## src/rtl/assert_macros.svh

```systemverilog
// assertion macros included by the top-level rtl file
`ifndef ASSERT_MACROS_SVH
`define ASSERT_MACROS_SVH

// same-cycle implication, disabled during reset
`define TSCD_ASSERT_IMPL(label, ante, cons, msg) \
  label: assert property (@(posedge clk) disable iff (rst) (ante) |-> (cons)) \
    else $error(msg);

// next-cycle implication, disabled during reset
`define TSCD_ASSERT_NEXT(label, ante, cons, msg) \
  label: assert property (@(posedge clk) disable iff (rst) (ante) |=> (cons)) \
    else $error(msg);

`endif

```

## src/rtl/tscd_pkg.sv

```systemverilog
// types, constants and the crc step for the scratchpad crc decoder
package tscd_pkg;

  localparam int unsigned BYTE_W = 8;
  localparam int unsigned TEMP_W = 12;
  localparam int unsigned RES_W  = 4;
  localparam int unsigned POS_W  = 4;
  localparam int unsigned MAG_W  = 11;

  // request function codes
  localparam logic FUNC_DATA  = 1'b0;
  localparam logic FUNC_ABORT = 1'b1;

  // scratchpad byte positions of interest
  localparam logic [POS_W-1:0] POS_TEMP_LOW  = 4'd0;
  localparam logic [POS_W-1:0] POS_TEMP_HIGH = 4'd1;
  localparam logic [POS_W-1:0] POS_CONFIG    = 4'd4;
  localparam logic [POS_W-1:0] POS_CRC       = 4'd8;

  localparam logic [BYTE_W-1:0] CRC_POLY         = 8'h8C;
  localparam logic [BYTE_W-1:0] BYTE_RESET       = 8'hFF;
  localparam logic [BYTE_W-1:0] THRESHOLD_RESET  = 8'd5;
  localparam logic [RES_W-1:0]  RES_BASE         = 4'd9;

  // resolution codes from config bits 6:5
  localparam logic [1:0] RES_CODE_9  = 2'd0;
  localparam logic [1:0] RES_CODE_10 = 2'd1;
  localparam logic [1:0] RES_CODE_11 = 2'd2;
  localparam logic [1:0] RES_CODE_12 = 2'd3;

  // result payload held in the output register
  typedef struct packed {
    logic                     crc_ok;
    logic signed [TEMP_W-1:0] temperature;
    logic [RES_W-1:0]         resolution_bits;
    logic [BYTE_W-1:0]        mismatch_count;
    logic                     malfunction;
  } tscd_result_t;

  // reflected crc-8, one byte, eight unrolled bit steps
  function automatic logic [BYTE_W-1:0] crc8_byte(input logic [BYTE_W-1:0] crc_in,
                                                  input logic [BYTE_W-1:0] data_in);
    logic [BYTE_W-1:0] crc;
    logic [BYTE_W-1:0] b;
    logic              mix;
    crc = crc_in;
    b   = data_in;
    for (int i = 0; i < BYTE_W; i++) begin
      mix = crc[0] ^ b[0];
      crc = crc >> 1;
      if (mix) begin
        crc = crc ^ CRC_POLY;
      end
      b = b >> 1;
    end
    return crc;
  endfunction

endpackage

```

## src/rtl/tscd_ifs.sv

```systemverilog
// valid/ready channel interfaces for bytes, results and configuration
interface tscd_byte_if import tscd_pkg::*; ();
  logic              valid;
  logic              ready;
  logic              func;
  logic [BYTE_W-1:0] data_byte;

  modport source (output valid, func, data_byte, input ready);
  modport sink   (input valid, func, data_byte, output ready);
endinterface

interface tscd_result_if import tscd_pkg::*; ();
  logic                     valid;
  logic                     ready;
  logic                     crc_ok;
  logic signed [TEMP_W-1:0] temperature;
  logic [RES_W-1:0]         resolution_bits;
  logic [BYTE_W-1:0]        mismatch_count;
  logic                     malfunction;

  modport source (output valid, crc_ok, temperature, resolution_bits, mismatch_count,
                  malfunction, input ready);
  modport sink   (input valid, crc_ok, temperature, resolution_bits, mismatch_count,
                  malfunction, output ready);
endinterface

interface tscd_cfg_if import tscd_pkg::*; ();
  logic              valid;
  logic              ready;
  logic [BYTE_W-1:0] data;

  modport source (output valid, data, input ready);
  modport sink   (input valid, data, output ready);
endinterface

```

## src/rtl/temp_scratchpad_crc_decode.sv

```systemverilog
// scratchpad crc check and temperature decode, top level
// a byte request is captured in the input register; a ninth byte then fills the result register
// throughput: one byte request per cycle; input stalls only while a result waits untaken
// bytes that close no frame and abort requests pass without waiting on the result side
// reset (rst, synchronous): threshold 5, captured bytes 0xff, count, flags and held values 0
module temp_scratchpad_crc_decode import tscd_pkg::*; (
  input logic        clk,
  input logic        rst,
  tscd_cfg_if.sink   cfg_chan,
  tscd_byte_if.sink  byte_chan,
  tscd_result_if.source result_chan
);

`include "assert_macros.svh"

  // input register
  logic              s1_valid;
  logic              s1_func;
  logic [BYTE_W-1:0] s1_byte;

  // frame and hold state
  logic [BYTE_W-1:0] threshold;
  logic [POS_W-1:0]  byte_position;
  logic [BYTE_W-1:0] crc_acc;
  logic [BYTE_W-1:0] temp_low;
  logic [BYTE_W-1:0] temp_high;
  logic [BYTE_W-1:0] config_byte;
  logic [BYTE_W-1:0] mismatch_count;
  logic              malfunction;
  logic signed [TEMP_W-1:0] held_temp;
  logic [RES_W-1:0]  held_res;

  // result register
  logic              out_valid;
  tscd_result_t      out_data;

  logic              out_free;
  logic              s1_result;
  logic              s1_adv;
  logic              s1_fire;
  logic              in_ready;
  logic              crc_ok;
  logic [BYTE_W-1:0] count_next;
  logic              malfunction_next;
  logic signed [TEMP_W-1:0] dec_temp;
  logic [RES_W-1:0]  dec_res;

  // configuration port, always ready
  assign cfg_chan.ready = 1'b1;
  always_ff @(posedge clk) begin
    if (rst) begin
      threshold <= THRESHOLD_RESET;
    end else if (cfg_chan.valid) begin
      threshold <= cfg_chan.data;
    end
  end

  // handshake: only a frame-closing byte needs the result register
  assign out_free  = !out_valid || result_chan.ready;
  assign s1_result = s1_valid && (s1_func == FUNC_DATA) && (byte_position == POS_CRC);
  assign s1_adv    = !s1_result || out_free;
  assign s1_fire   = s1_valid && s1_adv;
  assign in_ready  = !s1_valid || s1_adv;
  assign byte_chan.ready = in_ready;

  // input register capture
  always_ff @(posedge clk) begin
    if (rst) begin
      s1_valid <= 1'b0;
    end else if (in_ready) begin
      s1_valid <= byte_chan.valid;
    end
  end

  always_ff @(posedge clk) begin
    if (in_ready && byte_chan.valid) begin
      s1_func <= byte_chan.func;
      s1_byte <= byte_chan.data_byte;
    end
  end

  // decode from captured bytes
  tscd_decode u_decode (
    .temp_low    (temp_low),
    .temp_high   (temp_high),
    .config_in   (config_byte),
    .temperature (dec_temp),
    .resolution  (dec_res)
  );

  // crc compare and saturating mismatch count
  assign crc_ok = (crc_acc == s1_byte);
  always_comb begin
    if (crc_ok) begin
      count_next = '0;
    end else if (mismatch_count < threshold) begin
      count_next = mismatch_count + 8'd1;
    end else begin
      count_next = threshold;
    end
    malfunction_next = malfunction || (!crc_ok && (count_next >= threshold));
  end

  // frame state update
  always_ff @(posedge clk) begin
    if (rst) begin
      byte_position  <= '0;
      crc_acc        <= '0;
      temp_low       <= BYTE_RESET;
      temp_high      <= BYTE_RESET;
      config_byte    <= BYTE_RESET;
      mismatch_count <= '0;
      malfunction    <= 1'b0;
      held_temp      <= '0;
      held_res       <= '0;
    end else if (s1_fire) begin
      if (s1_func == FUNC_ABORT) begin
        byte_position  <= '0;
        crc_acc        <= '0;
        mismatch_count <= '0;
      end else if (byte_position != POS_CRC) begin
        if (byte_position == POS_TEMP_LOW) begin
          temp_low <= s1_byte;
        end
        if (byte_position == POS_TEMP_HIGH) begin
          temp_high <= s1_byte;
        end
        if (byte_position == POS_CONFIG) begin
          config_byte <= s1_byte;
        end
        crc_acc       <= crc8_byte(crc_acc, s1_byte);
        byte_position <= byte_position + 4'd1;
      end else begin
        byte_position  <= '0;
        crc_acc        <= '0;
        mismatch_count <= count_next;
        malfunction    <= malfunction_next;
        if (crc_ok) begin
          held_temp <= dec_temp;
          held_res  <= dec_res;
        end
      end
    end
  end

  // result register
  always_ff @(posedge clk) begin
    if (rst) begin
      out_valid <= 1'b0;
    end else if (s1_fire && s1_result) begin
      out_valid <= 1'b1;
    end else if (result_chan.ready) begin
      out_valid <= 1'b0;
    end
  end

  always_ff @(posedge clk) begin
    if (s1_fire && s1_result) begin
      out_data.crc_ok          <= crc_ok;
      out_data.temperature     <= crc_ok ? dec_temp : held_temp;
      out_data.resolution_bits <= crc_ok ? dec_res : held_res;
      out_data.mismatch_count  <= count_next;
      out_data.malfunction     <= malfunction_next;
    end
  end

  assign result_chan.valid           = out_valid;
  assign result_chan.crc_ok          = out_data.crc_ok;
  assign result_chan.temperature     = out_data.temperature;
  assign result_chan.resolution_bits = out_data.resolution_bits;
  assign result_chan.mismatch_count  = out_data.mismatch_count;
  assign result_chan.malfunction     = out_data.malfunction;

  // checks
  `TSCD_ASSERT_IMPL(a_pos_range, 1'b1, byte_position <= POS_CRC, "byte position past crc byte")
  `TSCD_ASSERT_IMPL(a_ok_clears_count, out_valid && out_data.crc_ok,
                    out_data.mismatch_count == '0, "crc match with nonzero mismatch count")
  `TSCD_ASSERT_NEXT(a_stall_holds, s1_valid && !s1_adv,
                    s1_valid && $stable(s1_byte) && $stable(byte_position),
                    "stalled closing byte lost")
  `TSCD_ASSERT_NEXT(a_malfunction_sticky, malfunction, malfunction,
                    "malfunction flag cleared without reset")

endmodule

```

## src/rtl/tscd_decode.sv

```systemverilog
// temperature and resolution decode from the captured scratchpad bytes
module tscd_decode import tscd_pkg::*; (
  input  logic [BYTE_W-1:0]        temp_low,
  input  logic [BYTE_W-1:0]        temp_high,
  input  logic [BYTE_W-1:0]        config_in,
  output logic signed [TEMP_W-1:0] temperature,
  output logic [RES_W-1:0]         resolution
);

  logic [2*BYTE_W-1:0] word;
  logic [2*BYTE_W-1:0] word_abs;
  logic                negative;
  logic [1:0]          res_code;
  logic [3:0]          frac_mask;
  logic [MAG_W-1:0]    mag;
  logic [TEMP_W-1:0]   mag_ext;

  // sign-magnitude of the raw word
  assign word     = {temp_high, temp_low};
  assign negative = word[2*BYTE_W-1];
  assign word_abs = negative ? (~word + 16'd1) : word;

  // fraction bits kept by the resolution
  assign res_code = config_in[6:5];
  always_comb begin
    unique case (res_code)
      RES_CODE_9:  frac_mask = 4'b1000;
      RES_CODE_10: frac_mask = 4'b1100;
      RES_CODE_11: frac_mask = 4'b1110;
      RES_CODE_12: frac_mask = 4'b1111;
      default:     frac_mask = 4'b1111;
    endcase
  end

  // 7-bit integer part over masked fraction, then reapply sign
  assign mag         = {word_abs[10:4], word_abs[3:0] & frac_mask};
  assign mag_ext     = {1'b0, mag};
  assign temperature = negative ? signed'(-mag_ext) : signed'(mag_ext);
  assign resolution  = RES_BASE + {2'b00, res_code};

endmodule
```

## src/flat_wrapper.sv

```systemverilog
// flat-port wrapper written by rule: the top's interface ports become plain ports
module temp_scratchpad_crc_decode_flat import tscd_pkg::*;
  (clk, rst, cfg_chan_valid, cfg_chan_data, cfg_chan_ready, byte_chan_valid, byte_chan_func, byte_chan_data_byte, byte_chan_ready, result_chan_valid, result_chan_crc_ok, result_chan_temperature, result_chan_resolution_bits, result_chan_mismatch_count, result_chan_malfunction, result_chan_ready);
  tscd_cfg_if cfg_chan_i ();
  tscd_byte_if byte_chan_i ();
  tscd_result_if result_chan_i ();
  input logic clk;
  input logic rst;
  input wire logic [$bits(cfg_chan_i.valid)-1:0] cfg_chan_valid;
  input wire logic [$bits(cfg_chan_i.data)-1:0] cfg_chan_data;
  output wire logic [$bits(cfg_chan_i.ready)-1:0] cfg_chan_ready;
  input wire logic [$bits(byte_chan_i.valid)-1:0] byte_chan_valid;
  input wire logic [$bits(byte_chan_i.func)-1:0] byte_chan_func;
  input wire logic [$bits(byte_chan_i.data_byte)-1:0] byte_chan_data_byte;
  output wire logic [$bits(byte_chan_i.ready)-1:0] byte_chan_ready;
  output wire logic [$bits(result_chan_i.valid)-1:0] result_chan_valid;
  output wire logic [$bits(result_chan_i.crc_ok)-1:0] result_chan_crc_ok;
  output wire logic [$bits(result_chan_i.temperature)-1:0] result_chan_temperature;
  output wire logic [$bits(result_chan_i.resolution_bits)-1:0] result_chan_resolution_bits;
  output wire logic [$bits(result_chan_i.mismatch_count)-1:0] result_chan_mismatch_count;
  output wire logic [$bits(result_chan_i.malfunction)-1:0] result_chan_malfunction;
  input wire logic [$bits(result_chan_i.ready)-1:0] result_chan_ready;
  assign cfg_chan_i.valid = cfg_chan_valid;
  assign cfg_chan_i.data = cfg_chan_data;
  assign cfg_chan_ready = cfg_chan_i.ready;
  assign byte_chan_i.valid = byte_chan_valid;
  assign byte_chan_i.func = byte_chan_func;
  assign byte_chan_i.data_byte = byte_chan_data_byte;
  assign byte_chan_ready = byte_chan_i.ready;
  assign result_chan_valid = result_chan_i.valid;
  assign result_chan_crc_ok = result_chan_i.crc_ok;
  assign result_chan_temperature = result_chan_i.temperature;
  assign result_chan_resolution_bits = result_chan_i.resolution_bits;
  assign result_chan_mismatch_count = result_chan_i.mismatch_count;
  assign result_chan_malfunction = result_chan_i.malfunction;
  assign result_chan_i.ready = result_chan_ready;
  temp_scratchpad_crc_decode u_core (.clk(clk), .rst(rst), .cfg_chan(cfg_chan_i), .byte_chan(byte_chan_i), .result_chan(result_chan_i));
endmodule
```

## config.mk

```make
export PLATFORM = sky130hd
export DESIGN_NAME = temp_scratchpad_crc_decode_flat
export DESIGN_NICKNAME = d
export VERILOG_FILES = /design/src/rtl/tscd_pkg.sv /design/src/rtl/tscd_ifs.sv /design/src/rtl/temp_scratchpad_crc_decode.sv /design/src/rtl/tscd_decode.sv /design/src/flat_wrapper.sv
export VERILOG_INCLUDE_DIRS = /design/src /design/src/rtl
export SDC_FILE = /design/constraint.sdc
export NUM_CORES = 1
export LEC_CHECK = 0
export ABC_AREA = 1
export BUFFER_PORTS_ARGS = -buffer_cell sky130_fd_sc_hd__buf_4
export CORE_AREA = 4 4 93 103
export CTS_CLUSTER_SIZE = 24
export DETAILED_ROUTE_END_ITERATION = 16
export DIE_AREA = 0 0 97 107
export PLACE_DENSITY = 0.75
export SLEW_MARGIN = 20
export SYNTH_ARGS = -nofsm -noshare
export SYNTH_HDL_FRONTEND = slang
export SYNTH_SLANG_ARGS = --single-unit
```

## constraint.sdc

```tcl
create_clock -name clk -period 3.97 [get_ports clk]
set_clock_uncertainty 0.1 [all_clocks]
set_input_delay 0 -clock clk [delete_from_list [all_inputs] [get_ports clk]]
set_output_delay 0 -clock clk [all_outputs]
set_load 0.05 [all_outputs]
```

* Yosys cells after proc, flatten, opt, wreduce, memory -nomap -nowiden
Cells that the tools add are included.
** Storage, ports and cells
- Register bits :: 105
- Input port bits :: 22
- Output and inout port bits :: 29
** Operators by class
- Order comparisons :: 2
- Mux-type cells :: 51
- Bitwise gates (word level) :: 20
- Reductions and logical operators :: 22
- Add/subtract/negate cells :: 5
- Eq/ne operators :: 9
** Operators with widths (number)
- two-way mux 8 bit :: 42
- two-way mux 12 bit :: 2
- inverter 2 -> 3 bit :: 8
- case mux 4 bit (4 select lines) :: 1
- two-way mux 4 bit :: 3
- negator 11 -> 12 bit :: 1
- AND reduction 4 bit :: 3
- adder 11 x 1 -> 11 bit, second input constant :: 1
- two-way mux 11 bit :: 1
- inverter 11 bit :: 1
- adder 8 x 1 -> 8 bit, second input constant :: 1
- == test 8 bit :: 1
- greater-or-equal comparator 8 bit :: 1
- less-than comparator 8 bit :: 1
- bitwise XOR 1 bit :: 8
- logical AND 1 bit :: 6
- adder 4 x 1 -> 4 bit, second input constant :: 1
- adder 4 x 2 -> 4 bit, first input constant :: 1
- AND 4 bit :: 1
- == test 2 bit, second input constant :: 2
- == test 4 x 1 -> 1 bit, second input constant :: 1
- == test 4 x 3 -> 1 bit, second input constant :: 1
- == test 4 bit, second input constant :: 1
- logical NOT 1 bit :: 4
- 11 further kinds :: 16

* Logic depth before layout (Yosys ltp)
Gate-level depths: netlist (run 1).
- Depth in word-level cells :: 48
- Depth in mapped cells :: 25
- Gate-level depth less buffers :: 24

* Modules after synthesis
From an unflattened synthesis (run 1), not the netlist that was laid out.
** Second synthesis, totals
- Cell total of the unflattened synthesis :: 686
- Area total of the unflattened synthesis :: 5420.2 um2
** By module, submodules not included
- temp_scratchpad_crc_decode :: seq. area each 2472.4 um2, area an instance 4730.8 um2, cells each 544, times used 1
- tscd_decode :: seq. area each 0.0 um2, area an instance 689.4 um2, cells each 142, times used 1

* Least setup slack after synthesis (run 1)
No wires, ideal clock.
- Path type :: register to register
- From :: register u_core.threshold[7]
- To :: register, netlist name u_core.result_chan.malfunction
- Stages on the path, launching flop included :: 21
- Setup time :: 0.255 ns
- Setup slack :: 1.182 ns
- Arrival :: 2.433 ns
- Required time :: 3.615 ns
- Path buffers :: 1
- Cells stage by stage :: dfxtp_1 -> inv_1 -> ha_1 -> nand2_1 -> o21a_1 -> nand2_1 -> buf_2 -> nor2_1 -> nor3_2 -> inv_2 -> ha_1 -> o21ai_0 -> nand2_1 -> o21ai_0 -> inv_1 -> nand2_1 -> nand2_1 -> nand2_1 -> nand2_1 -> nand2_1 -> nand2_1
** On the way
- Cells in the longest elaborated chain, start to end :: 6
** RTL lines
- start, declared :: line temp_scratchpad_crc_decode.sv:22 : logic [BYTE_W-1:0] threshold;
- start signal, assigned :: line temp_scratchpad_crc_decode.sv:54 : threshold <= cfg_chan.data;
- less-than comparator 8 bit :: line temp_scratchpad_crc_decode.sv:96 : end else if (mismatch_count < threshold) begin
- two-way mux 8 bit :: line temp_scratchpad_crc_decode.sv:96
- two-way mux 8 bit :: line temp_scratchpad_crc_decode.sv:94 : if (crc_ok) begin
- named net u_core.count_next[0] :: line temp_scratchpad_crc_decode.sv:43 : logic [BYTE_W-1:0] count_next;
- greater-or-equal comparator 8 bit :: line temp_scratchpad_crc_decode.sv:101 : malfunction_next = malfunction || (!crc_ok && (count_next >= threshold));
- logical AND 1 bit :: line temp_scratchpad_crc_decode.sv:101
- logical OR 1 bit :: line temp_scratchpad_crc_decode.sv:101
- named net u_core.malfunction_next :: line temp_scratchpad_crc_decode.sv:44 : logic malfunction_next;
The timed path passes the listed nets, and every way through them passes these cells.
A chain may end at the register's enable or synchronous reset.

* Worst setup path in the final report (run 1)
- From :: register u_core.s1_byte[2]
- To :: register, netlist name u_core.result_chan.malfunction
** On the way
- Cells in the longest elaborated chain, start to end :: 5
- Elaborated cells on any way between the ends :: 6
- Classes of those cells :: 1 x order compare; 1 x eq/ne; 1 x mux; 3 x reduce/logical
** RTL lines
- start, declared :: line temp_scratchpad_crc_decode.sv:19 : logic [BYTE_W-1:0] s1_byte;
- start signal, assigned :: line temp_scratchpad_crc_decode.sv:78 : s1_byte <= byte_chan.data_byte;
- == test 8 bit :: line temp_scratchpad_crc_decode.sv:92 : assign crc_ok = (crc_acc == s1_byte);
- two-way mux 8 bit :: line temp_scratchpad_crc_decode.sv:94
- named net u_core.count_next[0] :: line temp_scratchpad_crc_decode.sv:43
- greater-or-equal comparator 8 bit :: line temp_scratchpad_crc_decode.sv:101
- logical AND 1 bit :: line temp_scratchpad_crc_decode.sv:101
- logical OR 1 bit :: line temp_scratchpad_crc_decode.sv:101
- named net u_core.malfunction_next :: line temp_scratchpad_crc_decode.sv:44
The timed path passes the listed nets, and every way through them passes these cells.

==> flow_summary.toml, run 1 <==
[run_status]
status = "finished clean"

[global_routing]
top_usage_layer = "met2"
grt_antenna_before_repair = 0
overflow = 0
grt_max_degree = 39
grt_pass1_wl_um = 17400
grt_usage_pct = 20.4
grt_pass1_vias = 3792
grtUsageMet3_pct = 3.71
use_met2_pct = 34.1
gr-usage-met1_pct = 26.5

[layout]
antennaDiodeCount = 0
nFillCells = 688
drive_gt1_share_pct = 15.7
final_nets = 689
syn2layout_area_growth_pct = 17.1

[power]
power.density_mw_per_mm2 = 344
intPower_w = 0.00145
swShare_pct = 26.6
power_frac_clock_pct = 32.0
p_seq_share_pct = 53.8
p_leak_nw = 2.59
irDropWorstVdd_mv = 0.234
power_w = 0.00198
p_comb_share_pct = 14.2
p_switching_w = 0.000526

[synth]
syn_area_per_cell_um2 = 8.52
synthCells = 577
yosysTopAreaCell = "dfxtp_1"
yosys-top-cells-count = "121 x nand2_1, 61 x dfxtp_1, 60 x inv_1, 57 x a21oi_1, 37 x o21ai_0"
yosysTopAreaCellShare_pct = 24.8
yosysSeqAreaShare_pct = 46.2
synth_nets = 623
yosysWarnings = 0
ys_ff_latch = 96
synth_area_leaders = "dfxtp_1 25%, edfxtp_1 21%, nand2_1 9.2%"
synth_edf_count = 35
synth_top_flop_cell = "dfxtp_1"
async_reset_ff_share_pct = 0
syn-cell-area_mm2 = 0.00492
yosys.cell_count.top_type = "nand2_1"
synth_cell_type_count = 42

[worst_setup_path]
critical_path.max_stage_delay_ns = 0.47
cp-end-kind = "flip-flop"
cp_slowest_cell = "edfxtp_1"
required_ns = 3.99
path_common_cell = "nand2_1"
worstPathCellList = "xor2_2 -> inv_2 -> nand2_1 -> nor2_1 -> nand2_4 -> inv_2 -> nor3_2 -> inv_2 -> ha_1 -> o21ai_0 -> nand2_1 -> o21ai_0 -> inv_1 -> nand2_1 -> nand2_1 -> nand2_1 -> nand2_1 -> nand2_1 -> nand2_1"
crit_path_start_kind = "flip-flop"
cp.buffers_inverters = 4
crit_family = "simple AND/OR/NAND/NOR gates"
crit_fanout = 29
path_class = "flip-flop to flip-flop"
crit_arrival_ns = 3.27

[worst_hold_path]
hp-class = "input pin to flip-flop"

[drt]
antenna_left = 0
drc = 0
vias = 3921
vias_per_cell = 5.17
drt-pass1-iter-count = 4
finalWirelength_um = 9970
drt_iter0_drc = 231
post_drt_wl_per_cell_um = 13.1

[floorplan]
start_util_pct = 58.2
core_area_mm2 = 0.00845
ios = 51
rows = 35
fp.dieW_um = 97
die_area_mm2 = 0.0104
die_h_um = 107

[sta]
rsz0062_at_grt = "no"
slew_violations = 0
hold_viol_final = 0
clock.fmax_ghz = 0.307
slew_headroom_pct = 41.9
tns_ns = 0
post-route-period-util_pct = 82.0
finalSetupViolations = 0
worst_pin_slew_ns = 0.871
fin_crit_ns = 3.25

[placed_design]
numPortBuffers = 49
dp_hpwl_um = 7280
gp_congestion = 0.903

[clock_tree]
ctsHtreeMaxLevel = 3
postCtsSetupRepairBufs = 0
worstSkewPairLatency_ns = 0.36
cts-root-buf = "clkbuf_8"
cts.sinks = 96
cts_hold_buf = 25
cts.clk_slew.worst_paths_ns = 0.10
cts_buffer_depth = 2
cts_made_buffers = 9
cts_tree = "yes"
cts_resized = 0

[flow_run]
drv_cap = 0
power by group through the flow:
stage          clock, W  combinational, W  sequential, W
6_report       0.000632          0.000282        0.00106
5_1_grt        0.000686          0.000317        0.00107
4_1_cts        0.000642          0.000281        0.00106
3_5_place_dp          0          0.000260        0.00109
3_3_place_gp          0          0.000255        0.00109
2_1_floorplan         0          0.000204        0.00108
sequential cells by signal, indices dropped and copies added (netlist names), 4 cells and up:
signal	flops
u_core.held_temp	12
u_core.result_chan.temperature	12
u_core.crc_acc	8
u_core.mismatch_count	8
u_core.result_chan.mismatch_count	8
u_core.s1_byte	8
u_core.temp_low	8
u_core.threshold	8
u_core.byte_position	4
u_core.held_res	4
u_core.result_chan.resolution_bits	4
u_core.temp_high	4
cell families after synthesis:
group | Yosys count | synth area share (%)
AO/OA/AOI/OAI | 135 | 15.3
other | 1 | 0.0762
AND/OR/NAND/NOR | 190 | 16.7
adder cells (fa/ha/maj) | 24 | 6.11
flip-flops | 96 | 46.2
buffers and inverters | 94 | 7.96
XOR/XNOR | 37 | 7.66
final timing paths:
path / start / end / slack (ns) / cells after the start
setup reg to reg: u_core.s1_byte[2] / u_core.result_chan.malfunction / 0.72 / 19
hold reg to reg: u_core.held_res[1] / u_core.held_res[1] / 0.36 / 2
hold / removal: cfg_chan_valid / u_core.threshold[6] / 0.01 / 3
setup / recovery: u_core.s1_byte[2] / u_core.result_chan.malfunction / 0.72 / 19
through the flow:
stage / instances / worst slack, ns / hold WS (ns) / utilization, % / instance area [um^2]
2_1_floorplan: 577 / 1.18 / -0.00113 / - / 4920
3_3_place_gp: 718 / 0.880 / 0.0782 / 62.9 / 5320
3_5_place_dp: 718 / 0.763 / 0.0792 / 62.9 / 5320
4_1_cts: 759 / 0.741 / 0.00698 / 68.2 / 5760
5_1_grt: 759 / 0.433 / 0.0364 / 68.2 / 5760
6_report: 759 / 0.715 / 0.0106 / 68.2 / 5760
cells in the final DEF (no fill, tap or decap), drive strengths merged, types with 24 or more instances in the layout:
cell type / instances
nor2: 33
buf: 49
dfxtp: 61
edfxtp: 35
a21oi: 60
xor2: 25
ha: 24
dlygate4sd3: 25
o21ai: 58
inv: 76
nand2: 124
per-layer routing:
layer  routed length [um]  vias to the layer above
met1                 4640                     1773
met4                  170                        0
li1                     -                     2040
met2                 4690                       92
met5                    0                        -
met3                  475                       16
tightest hold or removal path: cells and delay by family:
kind / cells / cell delay [ns]
buffers and inverters: 2 / 0.27
AO/OA/AOI/OAI: 1 / 0.16
layout make-up:
cell class / instances / area (um^2) / share of cell area [%]
clock inverters: 6 / 67.6 / 1.17
inverters: 75 / 282 / 4.89
flip-flops and latches: 96 / 2270 / 39.4
repair buffers: 74 / 618 / 10.7
well taps: 111 / 139 / 2.41
multi-input cells: 387 / 2250 / 39.1
clock buffers: 10 / 128 / 2.22
(Power assumes the default switching activity.)
==> run 2, diff against run 1 <==
clock period = 3 ns   (was 3.97 ns; I/O delays follow)
==> flow_summary.toml, run 2 (synthesized netlist as in run 1, its figures left out) <==
[drt]
drt-pass1-iter-count = 6
vias_per_cell = 5.26
maxUsedRoutingLayer = "met4"
finalWirelength_um = 10600
drt_iter0_drc = 224
antenna_left = 0
wl_met1_um = 4680
drc = 0
dr_wl_met2_um = 5170
post_drt_wl_per_cell_um = 13.6
met3WireLength_um = 539
vias = 4105

[floorplan]
ios = 51
fp.dieW_um = 97
die_area_mm2 = 0.0104
start_util_pct = 58.2
rows = 35
die_h_um = 107
core_area_mm2 = 0.00845

[layout]
antennaDiodeCount = 0
syn2layout_area_growth_pct = 23.3
layout_commonest_cell = "nand2_1"
final_nets = 711
utilization_pct = 71.7
final_cell_mix = "118 x nand2_1, 70 x buf_4, 56 x inv_1, 56 x dfxtp_1, 54 x a21oi_1"
drive_gt1_share_pct = 21.5
largest_registers = "u_core.held_temp (12), u_core.result_chan.temperature (12)"

[worst_setup_path]
critical_path.max_stage_delay_ns = 0.33
crit_path_start_kind = "flip-flop"
path_class = "flip-flop to flip-flop"
cp-end-kind = "flip-flop"
crit_family = "simple AND/OR/NAND/NOR gates"
crit_fanout = 5
required_ns = 3.03
r2r_setup_slack_ns = 0.19
cp.buffers_inverters = 4
worstPathCellList = "inv_2 -> ha_1 -> nand2_1 -> nand2_1 -> nand2_1 -> nand2_1 -> nand2_2 -> nand2_4 -> inv_2 -> nor2_1 -> nor3_2 -> inv_2 -> ha_4 -> o21ai_1 -> nand2_1 -> o21ai_1 -> inv_1 -> nand2_1 -> nand2_1 -> nand2_1 -> nand2_1 -> nand2_2 -> nand2_1"
cp_slowest_cell = "dfxtp_2"
path_common_cell = "nand2_1"
crit_arrival_ns = 2.83

[placed_design]
gp_congestion = 0.847
numPortBuffers = 49
dp_hpwl_um = 7450
post-place-ws_ns = -0.0238

[sta]
clock.fmax_ghz = 0.356
fin_ws_ns = 0.192
slew_violations = 0
fin_crit_ns = 2.81
finalHoldWorstSlack_ns = 0.0271
worst_pin_slew_ns = 0.846
post-route-period-util_pct = 93.6
hold_viol_final = 0
slew_headroom_pct = 43.5
finalSetupViolations = 0

[clock_tree]
cts.sinks = 96
ctsHtreeMaxLevel = 3
worstSkewPairLatency_ns = 0.37
cts_made_buffers = 9
cts-root-buf = "clkbuf_8"
cts.clk_slew.worst_paths_ns = 0.09
cts_buffer_depth = 2
cts_tree = "yes"

[flow_run]
drv_cap = 0

[global_routing]
grt_pass1_vias = 4005
grt_antenna_before_repair = 0
overflow = 0
grt_max_degree = 35
grt_usage_pct = 21.3
grt_pass1_wl_um = 18300

[power]
intPower_w = 0.00205
swShare_pct = 26.0
irDropWorstVdd_mv = 0.481
power_frac_clock_pct = 34.4
p_leak_nw = 2.72
power.density_mw_per_mm2 = 458
p_seq_share_pct = 50.9
p_comb_share_pct = 14.7
p_switching_w = 0.000721

[run_status]
status = "finished clean"

[worst_hold_path]
hp-class = "input pin to flip-flop"
-- run 2: cell types whose count changed in the layout (fill, tap and decap cells not counted), sizes merged --
cell / before / now
clkinvlp: 2 / 1
bufinv: 1 / 2
buf: 49 / 71
-- run 2: per-stage QoR --
stage,instances,power [W],TNS [ns],instance area (um^2)
5_1_grt,781,0.00289,-0.0248,6060
3_5_place_dp,738,0.00180,-0.0238,5480
3_3_place_gp,738,0.00179,0,5480
4_1_cts,779,0.00277,0,5960
6_report,781,0.00278,0,6060
2_1_floorplan,577,0.00170,0,4920
-- run 2: final cells by class --
cell class                 instances  area [um^2]
fill                             639         2390
multi-input combinational        387         2340
sequential                        96         2280
timing repair buffer              96          796
inverter                          75          282
tap                              111          139
clock buffer                      10          138
clock inverter                     6         90.1
-- run 2: repair_timing --
item / in CTS / in global routing
pin swaps: 0 / 5
gates cloned: 0 / 0
hold endpoints to repair: 36 / 0
hold buffers: 25 / 0
buffers inserted: 0 / 2
endpoints found under the setup margin: 1 / 2
gates resized for setup: 1 / 22
-- run 2: power groups by stage --
stage	registers, W	clock network [W]	logic (W)
after detailed placement	0.00144	0	0.000364
after CTS	0.00141	0.000960	0.000396
after global placement	0.00144	0	0.000350
after floorplan	0.00143	0	0.000270
after global routing	0.00142	0.00102	0.000456
final	0.00141	0.000956	0.000408
-- run 2: routing by layer --
metal / vias up / global-route usage [%]
met5: - / 0
met4: 0 / 8.12
met3: 22 / 4.94
met2: 105 / 36.9
met1: 1909 / 25.9
li1: 2069 / -
-- run 2: worst paths after layout --
kind | start | end | cells after the start
setup / recovery | u_core.threshold[1] | u_core.result_chan.malfunction | 23
hold / removal | cfg_chan_valid | u_core.threshold[4] | 3
setup reg to reg | u_core.threshold[1] | u_core.result_chan.malfunction | 23
hold reg to reg | u_core.held_res[2] | u_core.held_res[2] | 2
-- run 2: tightest hold or removal path: stages --
cell	delay [ns]
buf_4	0.10
inv_1	0.18
a21oi_1	0.17
